--- src/hw/rtl/sle_pkg.sv ---
`timescale 1ns / 1ps
// ----------------------------------------------------------------------------
// sle_pkg
// Shared types and codes of the sequential list engine.
// ----------------------------------------------------------------------------
package sle_pkg;

   localparam logic [1:0] MODE_INSERT = 2'd0;
   localparam logic [1:0] MODE_DELETE = 2'd1;
   localparam logic [1:0] MODE_LOCATE = 2'd2;

   localparam logic [1:0] ST_OK      = 2'd0;
   localparam logic [1:0] ST_BAD_POS = 2'd1;
   localparam logic [1:0] ST_FULL    = 2'd2;

   typedef enum logic [2:0] {
      S_IDLE,
      S_SETUP,
      S_RUN,
      S_PLACE,
      S_DONE
   } state_type;

   // Commands from the controller to the datapath.
   typedef struct packed {
      logic accept;
      logic setup;
      logic step;
      logic place;
      logic finish;
   } cmd_type;

   // Status from the datapath to the controller.
   typedef struct packed {
      logic cnt_zero;
      logic matched;
      logic place_needed;
      logic rsp_free;
   } dp_status_type;

endpackage

--- src/hw/rtl/sle_datapath.sv ---
`timescale 1ns / 1ps
// ----------------------------------------------------------------------------
// sle_datapath
// Element store, length register, walk pointer and response register.
// ----------------------------------------------------------------------------
module sle_datapath #(
   parameter int CAPACITY = 128
) (
   input  logic                  clock,
   input  logic                  reset,
   input  logic [1:0]            req_mode,
   input  logic [7:0]            req_position,
   input  logic signed [31:0]    req_value,
   input  sle_pkg::cmd_type      cmd,
   output sle_pkg::dp_status_type st,
   input  logic                  rsp_ready,
   output logic                  rsp_valid,
   output logic [1:0]            rsp_status,
   output logic [7:0]            rsp_found_position,
   output logic signed [31:0]    rsp_removed_value,
   output logic [7:0]            rsp_list_length
);

   localparam int AW = (CAPACITY > 1) ? $clog2(CAPACITY) : 1;
   localparam int LW = $clog2(CAPACITY + 1);
   localparam int CW = ((LW > 8) ? LW : 8) + 1;

   logic [1:0]          mode_ff, mode_in;
   logic [7:0]          pos_ff, pos_in;
   logic [31:0]         val_ff, val_in;
   logic [LW-1:0]       len_ff, len_in;
   logic [AW-1:0]       addr_ff, addr_in;
   logic [LW-1:0]       cnt_ff, cnt_in;
   logic                rd_valid_ff, rd_valid_in;
   logic [AW-1:0]       rd_addr_ff, rd_addr_in;
   logic                first_ff, first_in;
   logic                matched_ff, matched_in;
   logic                place_ff, place_in;
   logic [1:0]          status_ff, status_in;
   logic [7:0]          found_ff, found_in;
   logic [31:0]         removed_ff, removed_in;
   logic [31:0]         rdata_ff;
   logic [31:0]         store_ff [CAPACITY];

   logic                rsp_valid_ff, rsp_valid_in;
   logic [1:0]          rsp_status_ff, rsp_status_in;
   logic [7:0]          rsp_found_ff, rsp_found_in;
   logic [31:0]         rsp_removed_ff, rsp_removed_in;
   logic [7:0]          rsp_length_ff, rsp_length_in;

   logic [CW-1:0]       pos_w, len_w;
   logic                ins_bad, del_bad, full;
   logic [LW-1:0]       walk_cnt;
   logic [LW-1:0]       len_next;
   logic                wr_en;
   logic [AW-1:0]       wr_addr;
   logic [31:0]         wr_data;

   assign pos_w    = CW'(pos_ff);
   assign len_w    = CW'(len_ff);
   assign ins_bad  = (pos_w == '0) || (pos_w > len_w + CW'(1));
   assign del_bad  = (pos_w == '0) || (pos_w > len_w);
   assign full     = (len_w >= CW'(CAPACITY));
   assign walk_cnt = LW'(len_w - pos_w + CW'(1));

   always_comb begin
      len_next = len_ff;
      if (status_ff == sle_pkg::ST_OK) begin
         if (mode_ff == sle_pkg::MODE_INSERT) begin
            len_next = len_ff + LW'(1);
         end else if (mode_ff == sle_pkg::MODE_DELETE) begin
            len_next = len_ff - LW'(1);
         end
      end
   end

   always_comb begin
      mode_in        = mode_ff;
      pos_in         = pos_ff;
      val_in         = val_ff;
      len_in         = len_ff;
      addr_in        = addr_ff;
      cnt_in         = cnt_ff;
      rd_valid_in    = cmd.step;
      rd_addr_in     = rd_addr_ff;
      first_in       = first_ff;
      matched_in     = matched_ff;
      place_in       = place_ff;
      status_in      = status_ff;
      found_in       = found_ff;
      removed_in     = removed_ff;
      rsp_valid_in   = rsp_valid_ff;
      rsp_status_in  = rsp_status_ff;
      rsp_found_in   = rsp_found_ff;
      rsp_removed_in = rsp_removed_ff;
      rsp_length_in  = rsp_length_ff;
      wr_en          = 1'b0;
      wr_addr        = rd_addr_ff;
      wr_data        = rdata_ff;

      if (cmd.accept) begin
         mode_in = req_mode;
         pos_in  = req_position;
         val_in  = req_value;
      end

      if (cmd.setup) begin
         status_in  = sle_pkg::ST_OK;
         found_in   = '0;
         removed_in = '0;
         matched_in = 1'b0;
         first_in   = 1'b1;
         place_in   = 1'b0;
         cnt_in     = '0;
         addr_in    = '0;
         unique case (mode_ff)
            sle_pkg::MODE_INSERT: begin
               if (ins_bad) begin
                  status_in = sle_pkg::ST_BAD_POS;
               end else if (full) begin
                  status_in = sle_pkg::ST_FULL;
               end else begin
                  // Walk downwards from the last entry so nothing is overwritten.
                  place_in = 1'b1;
                  cnt_in   = walk_cnt;
                  addr_in  = AW'(len_w - CW'(1));
               end
            end
            sle_pkg::MODE_DELETE: begin
               if (del_bad) begin
                  status_in = sle_pkg::ST_BAD_POS;
               end else begin
                  // The first read fetches the removed entry itself.
                  cnt_in  = walk_cnt;
                  addr_in = AW'(pos_w - CW'(1));
               end
            end
            sle_pkg::MODE_LOCATE: begin
               cnt_in = len_ff;
            end
            default: begin
            end
         endcase
      end

      if (cmd.step) begin
         rd_addr_in = addr_ff;
         cnt_in     = cnt_ff - LW'(1);
         if (mode_ff == sle_pkg::MODE_INSERT) begin
            addr_in = addr_ff - AW'(1);
         end else begin
            addr_in = addr_ff + AW'(1);
         end
      end

      // Data read in the previous cycle is consumed here.
      if (rd_valid_ff) begin
         unique case (mode_ff)
            sle_pkg::MODE_INSERT: begin
               wr_en   = 1'b1;
               wr_addr = rd_addr_ff + AW'(1);
            end
            sle_pkg::MODE_DELETE: begin
               if (first_ff) begin
                  removed_in = rdata_ff;
                  first_in   = 1'b0;
               end else begin
                  wr_en   = 1'b1;
                  wr_addr = rd_addr_ff - AW'(1);
               end
            end
            sle_pkg::MODE_LOCATE: begin
               if (!matched_ff && (rdata_ff == val_ff)) begin
                  matched_in = 1'b1;
                  found_in   = 8'(CW'(rd_addr_ff) + CW'(1));
               end
            end
            default: begin
            end
         endcase
      end

      if (cmd.place) begin
         wr_en   = 1'b1;
         wr_addr = AW'(pos_w - CW'(1));
         wr_data = val_ff;
      end

      if (cmd.finish) begin
         len_in         = len_next;
         rsp_valid_in   = 1'b1;
         rsp_status_in  = status_ff;
         rsp_found_in   = found_ff;
         rsp_removed_in = removed_ff;
         rsp_length_in  = 8'(len_next);
      end else if (rsp_valid_ff && rsp_ready) begin
         rsp_valid_in = 1'b0;
      end
   end

   always_ff @(posedge clock) begin
      if (reset) begin
         len_ff       <= '0;
         rd_valid_ff  <= 1'b0;
         rsp_valid_ff <= 1'b0;
      end else begin
         len_ff       <= len_in;
         rd_valid_ff  <= rd_valid_in;
         rsp_valid_ff <= rsp_valid_in;
      end
   end

   always_ff @(posedge clock) begin
      mode_ff        <= mode_in;
      pos_ff         <= pos_in;
      val_ff         <= val_in;
      addr_ff        <= addr_in;
      cnt_ff         <= cnt_in;
      rd_addr_ff     <= rd_addr_in;
      first_ff       <= first_in;
      matched_ff     <= matched_in;
      place_ff       <= place_in;
      status_ff      <= status_in;
      found_ff       <= found_in;
      removed_ff     <= removed_in;
      rsp_status_ff  <= rsp_status_in;
      rsp_found_ff   <= rsp_found_in;
      rsp_removed_ff <= rsp_removed_in;
      rsp_length_ff  <= rsp_length_in;
   end

   always_ff @(posedge clock) begin
      if (wr_en) begin
         store_ff[wr_addr] <= wr_data;
      end
      if (cmd.step) begin
         rdata_ff <= store_ff[addr_ff];
      end
   end

   assign st.cnt_zero     = (cnt_ff == '0);
   assign st.matched      = matched_ff;
   assign st.place_needed = place_ff;
   assign st.rsp_free     = !rsp_valid_ff || rsp_ready;

   assign rsp_valid          = rsp_valid_ff;
   assign rsp_status         = rsp_status_ff;
   assign rsp_found_position = rsp_found_ff;
   assign rsp_removed_value  = rsp_removed_ff;
   assign rsp_list_length    = rsp_length_ff;

endmodule

--- src/hw/rtl/sle_controller.sv ---
`timescale 1ns / 1ps
// ----------------------------------------------------------------------------
// sle_controller
// Sequences one transaction: capture, range check, store walk, place write, response.
// ----------------------------------------------------------------------------
module sle_controller (
   input  logic                   clock,
   input  logic                   reset,
   input  logic                   req_valid,
   output logic                   req_ready,
   input  sle_pkg::dp_status_type st,
   output sle_pkg::cmd_type       cmd
);

   sle_pkg::state_type state_ff, state_in;
   logic               walk_end;

   // A locate may stop early once the first match has been seen.
   assign walk_end = st.cnt_zero || st.matched;

   always_ff @(posedge clock) begin
      if (reset) begin
         state_ff <= sle_pkg::S_IDLE;
      end else begin
         state_ff <= state_in;
      end
   end

   always_comb begin
      state_in = state_ff;
      unique case (state_ff)
         sle_pkg::S_IDLE: begin
            if (req_valid) begin
               state_in = sle_pkg::S_SETUP;
            end
         end
         sle_pkg::S_SETUP: begin
            state_in = sle_pkg::S_RUN;
         end
         sle_pkg::S_RUN: begin
            if (walk_end) begin
               state_in = st.place_needed ? sle_pkg::S_PLACE : sle_pkg::S_DONE;
            end
         end
         sle_pkg::S_PLACE: begin
            state_in = sle_pkg::S_DONE;
         end
         sle_pkg::S_DONE: begin
            if (st.rsp_free) begin
               state_in = sle_pkg::S_IDLE;
            end
         end
         default: begin
            state_in = sle_pkg::S_IDLE;
         end
      endcase
   end

   always_comb begin
      req_ready  = 1'b0;
      cmd        = '0;
      unique case (state_ff)
         sle_pkg::S_IDLE: begin
            req_ready  = 1'b1;
            cmd.accept = req_valid;
         end
         sle_pkg::S_SETUP: begin
            cmd.setup = 1'b1;
         end
         sle_pkg::S_RUN: begin
            cmd.step = !walk_end;
         end
         sle_pkg::S_PLACE: begin
            cmd.place = 1'b1;
         end
         sle_pkg::S_DONE: begin
            cmd.finish = st.rsp_free;
         end
         default: begin
         end
      endcase
   end

endmodule

--- src/hw/rtl/sequential_list_engine.sv ---
`timescale 1ns / 1ps
// ----------------------------------------------------------------------------
// sequential_list_engine
// Ordered list of signed 32-bit elements with insert, delete and locate.
//
//   Channel | Direction | Handshake             | Payload
//   req     | in        | req_valid / req_ready | mode, position, value
//   rsp     | out       | rsp_valid / rsp_ready | status, found_position,
//           |           |                       | removed_value, list_length
//
// Setup checks the range, the walk makes n store reads, a successful insert then writes
// its value, and the response is loaded, after which the next can be accepted. n counts
// the store reads, one per cycle: length - position + 1 for insert and delete, up to one
// past the first match (at most length) for locate, zero for a rejected or ignored item.
// Reset clears the length and the controller; the store is not cleared. A waiting response
// holds only the completion of the next transaction, never its acceptance.
// ----------------------------------------------------------------------------
module sequential_list_engine #(
   parameter int CAPACITY = 128
) (
   input  logic               clock,
   input  logic               reset,
   input  logic               req_valid,
   output logic               req_ready,
   input  logic [1:0]         req_mode,
   input  logic [7:0]         req_position,
   input  logic signed [31:0] req_value,
   output logic               rsp_valid,
   input  logic               rsp_ready,
   output logic [1:0]         rsp_status,
   output logic [7:0]         rsp_found_position,
   output logic signed [31:0] rsp_removed_value,
   output logic [7:0]         rsp_list_length
);

   sle_pkg::cmd_type       cmd;
   sle_pkg::dp_status_type st;

   sle_controller u_controller (
      .clock     (clock),
      .reset     (reset),
      .req_valid (req_valid),
      .req_ready (req_ready),
      .st        (st),
      .cmd       (cmd)
   );

   sle_datapath #(
      .CAPACITY (CAPACITY)
   ) u_datapath (
      .clock              (clock),
      .reset              (reset),
      .req_mode           (req_mode),
      .req_position       (req_position),
      .req_value          (req_value),
      .cmd                (cmd),
      .st                 (st),
      .rsp_ready          (rsp_ready),
      .rsp_valid          (rsp_valid),
      .rsp_status         (rsp_status),
      .rsp_found_position (rsp_found_position),
      .rsp_removed_value  (rsp_removed_value),
      .rsp_list_length    (rsp_list_length)
   );

endmodule

--- config.mk ---
export PLATFORM = sky130hd
export DESIGN_NAME = sequential_list_engine
export DESIGN_NICKNAME = d
export VERILOG_FILES = /design/src/hw/rtl/sle_pkg.sv /design/src/hw/rtl/sle_datapath.sv /design/src/hw/rtl/sle_controller.sv /design/src/hw/rtl/sequential_list_engine.sv
export SDC_FILE = /design/constraint.sdc
export NUM_CORES = 2
export LEC_CHECK = 0
export ABC_CLOCK_PERIOD_IN_PS = 6900
export BUFFER_PORTS_ARGS = -buffer_cell sky130_fd_sc_hd__buf_2
export CORE_ASPECT_RATIO = 0.9
export CORE_MARGIN = 4
export CORE_UTILIZATION = 60
export DETAILED_ROUTE_END_ITERATION = 6
export MAX_ROUTING_LAYER = met4
export PLACE_DENSITY = 0.75
export SYNTH_ARGS = -nofsm -noshare
export SYNTH_HDL_FRONTEND = slang
export SYNTH_SLANG_ARGS = --single-unit
export TNS_END_PERCENT = 30
--- constraint.sdc ---
create_clock -name clock -period 6.9 [get_ports clock]
set_input_delay 0.69 -clock clock [delete_from_list [all_inputs] [get_ports clock]]
set_output_delay 0.69 -clock clock [all_outputs]
set_load 0.02 [all_outputs]
==> results.sh <==
export IMPL_crit_path_end_kind="flop"
export IMPL_ys_ff_latch=4300
export IMPL_die_h_um=507.5
export IMPL_ff_latch_area_um2=128600
export IMPL_fin_nets=8998
export IMPL_fin_setup_tns_ns=0
export IMPL_utilization=0.6744
export IMPL_fmax_mhz=196.9
export IMPL_critical_path_class="flop to flop"
export IMPL_cts_resized=0
export IMPL_min_period_ns=5.078
export IMPL_cts_tree="built"
export IMPL_min_period_over_period=0.7359
export IMPL_coreArea_um2=276100
export IMPL_required_ns=7.41
export IMPL_slew_headroom=0.01095
export IMPL_crit_arrival_ns=5.58
export IMPL_dp_cells=12170
export IMPL_clkLatencyLatePin_ns=0.93
export IMPL_synth_fp_nets=8654
export IMPL_port_buffers=97
export IMPL_die_area_um2=285700
export IMPL_report_final_slew_viol_count=0
export IMPL_dr_pass1_iters=7
export IMPL_grt_antenna_before_repair=32
export IMPL_skew_ns=0.06636
export IMPL_post_dp_hpwl_um=258200
export IMPL_grt_use_total=0.3219
export IMPL_vias_per_cell=6.857
export IMPL_syn_avg_cell_area_um2=19.42
export IMPL_layout_cells_non_filler=12960
export IMPL_via_count=88890
export IMPL_initial_core_util=0.6022
export IMPL_multiInputGateArea_um2=36220
export IMPL_syn_to_final_growth_pct=11.98
export IMPL_grt_pass1_vias=86600
export IMPL_grt_pass1_wl_um=634100
export IMPL_drt_antenna_violating_nets=0
export IMPL_worst_pin_slew_ns=1.446
export IMPL_syn_area_um2=166300
export IMPL_path_max_fanout=32
export IMPL_async_reset_ff_frac=0
export IMPL_wire_per_inst_um=34.71
export IMPL_synth_edf_count=4245
export IMPL_clk_pin_slew_ns=0.06
export IMPL_cap_viol_max_count=1
export IMPL_cts_root_buf="clkbuf_16"
export IMPL_rsz0062_at_grt="false"
export IMPL_ir_drop_mv=0.2717
export IMPL_power_density_nw_per_um2=342.7
export IMPL_reg2regPathDepth=8
export IMPL_hold_viol=0
export IMPL_yosysWarnings=0
export IMPL_ys_seq_area_frac=0.7731
export IMPL_violations="capacitance limit"
export IMPL_synth_flop_cell="edfxtp_1"
export IMPL_die_w_um=562.9
export IMPL_rows=183
export IMPL_cts_buffers=402
export IMPL_syn_inst=8563
export IMPL_fillCellCount=16920
export IMPL_clk_path_buf_depth=4
export IMPL_setup_viol=0
export IMPL_crit_path_start_kind="flop"
export IMPL_total_leakage_power_uw=0.05896
export IMPL_drt_iter0_markers=15220
export IMPL_drt_wl_total_um=449900
export IMPL_ios=98
export IMPL_clock_sinks=4300
export IMPL_gp_congestion=0.9519
export IMPL_drc_errors=0
export IMPL_grt_remaining_overflow=0
export IMPL_grt_max_degree=160
export IMPL_drive_above_1_share=0.2000
export IMPL_ys_types=82
export IMPL_hold_path_class="input pin to flop"
export IMPL_outcome="finished with violations"
export IMPL_min_path_cells=1
export IMPL_htreeDepth=5
==> synth_stat cells (all sizes together) (133+ instances only) <==
cell     count  area share
nand2      341      0.0077
edfxtp    4245        0.77
nor2b      327       0.012
buf        280      0.0098
nor3       134      0.0042
mux2i      584       0.035
a211oi     325       0.015
clkbuf     242      0.0055
a2111oi    189       0.010
mux4       512       0.069
nor2       188      0.0042
o22ai      259      0.0097
mux2       133      0.0090
==> stage by stage <==
step           total power [uW]  hold WS, ns  cell area (um2)  worst slack (ns)
2_1_floorplan             37730       0.4081           166300             2.033
3_3_place_gp              41880       0.4279           172900             2.099
3_5_place_dp              42180       0.4250           172900             2.097
4_1_cts                   63730      0.01399           186100             2.051
5_1_grt                   65490      0.03992           186200             1.761
6_report                  63820      0.06692           186200             1.822
==> worst paths after layout <==
path / startpoint / endpoint / slack (ns)
worst max-delay path: u_datapath.rd_addr_ff[0] / u_datapath.store_ff[38][11] / 1.82
worst min-delay path: req_position[0] / u_datapath.pos_ff[0] / 0.07
worst max register to register: u_datapath.rd_addr_ff[0] / u_datapath.store_ff[38][11] / 1.82
worst min register to register: u_datapath.removed_ff[18] / u_datapath.rsp_removed_value[18] / 0.44
==> cell families after synthesis <==
family                     Yosys count  synth area share
muxes                             1229            0.1135
adders and majority gates           45          0.003521
xor gates and xnor gates            79          0.004206
buffers and inverters              558           0.01613
DFF                               4300            0.7731
AOI/OAI and AO/OA                 1093           0.04965
and+or+nand+nor                   1259           0.03987
==> routing by layer <==
metal | GRT usage | vias to the layer above | part of all wire
met3 | 0.08248 | 1107 | 0.13
met1 | 0.4268 | 45460 | 0.35
met4 | 0.1573 | 0 | 0.060
li1 | - | 35960 | -
met5 | - | - | 0
met2 | 0.4711 | 6360 | 0.46
==> critical path, stage by stage (launching register included) <==
cell,delay (ns)
edfxtp_1,0.49
inv_1,0.21
ha_1,0.31
or3b_2,0.49
a21oi_1,0.30
o311ai_1,0.18
a311oi_2,0.43
nand3_1,0.89
nor2_4,1.31
==> repair_timing <==
item,in CTS,in global routing
hold buffers,34,0
buffers inserted,0,0
endpoints found under the hold margin,34,0
==> flip-flops by register name, indices dropped and copies added (netlist names), 2 cells and up <==
register,flops
u_datapath.store_ff,4096
u_datapath.pos_ff,8
u_datapath.rsp_found_position,8
u_datapath.status_ff,2
u_datapath.removed_ff,32
u_datapath.len_ff,8
u_controller.state_ff,3
u_datapath.found_ff,8
u_datapath.rsp_removed_value,32
u_datapath.addr_ff,7
u_datapath.rsp_list_length,8
u_datapath.rsp_status,2
u_datapath.mode_ff,2
u_datapath.val_ff,32
u_datapath.rd_addr_ff,7
u_datapath.rdata_ff,32
u_datapath.cnt_ff,8
==> final cells by class <==
type | count | share of cell area
Antenna cell | 27 | 0.0003628
Inverter | 36 | 0.0007256
Multi-Input combinational cell | 3705 | 0.1945
Timing Repair Buffer | 462 | 0.01982
Clock inverter | 220 | 0.01136
Tap cell | 3700 | 0.02486
Clock buffer | 512 | 0.05796
Sequential cell | 4300 | 0.6904
==> power by group <==
group | internal (uW) | switching, uW
sequential | 30400 | 314
clock | 12400 | 9410
combinational | 3300 | 7900
total | 46200 | 17600
==> cell usage in the layout, fill, tap and decap left out, drive strengths merged, types with 55 or more instances in the layout <==
cell	n
edfxtp	4245
a22oi	126
mux2i	584
mux4	512
nor2	188
nand4b	66
buf	427
mux2	133
nor2b	327
dfxtp	55
nor4	77
a22o	96
nand2	341
nor3	134
clkbuf	513
o22ai	259
clkinv	164
a211oi	325
a2111oi	189
Power figures use the tool's default switching activity.
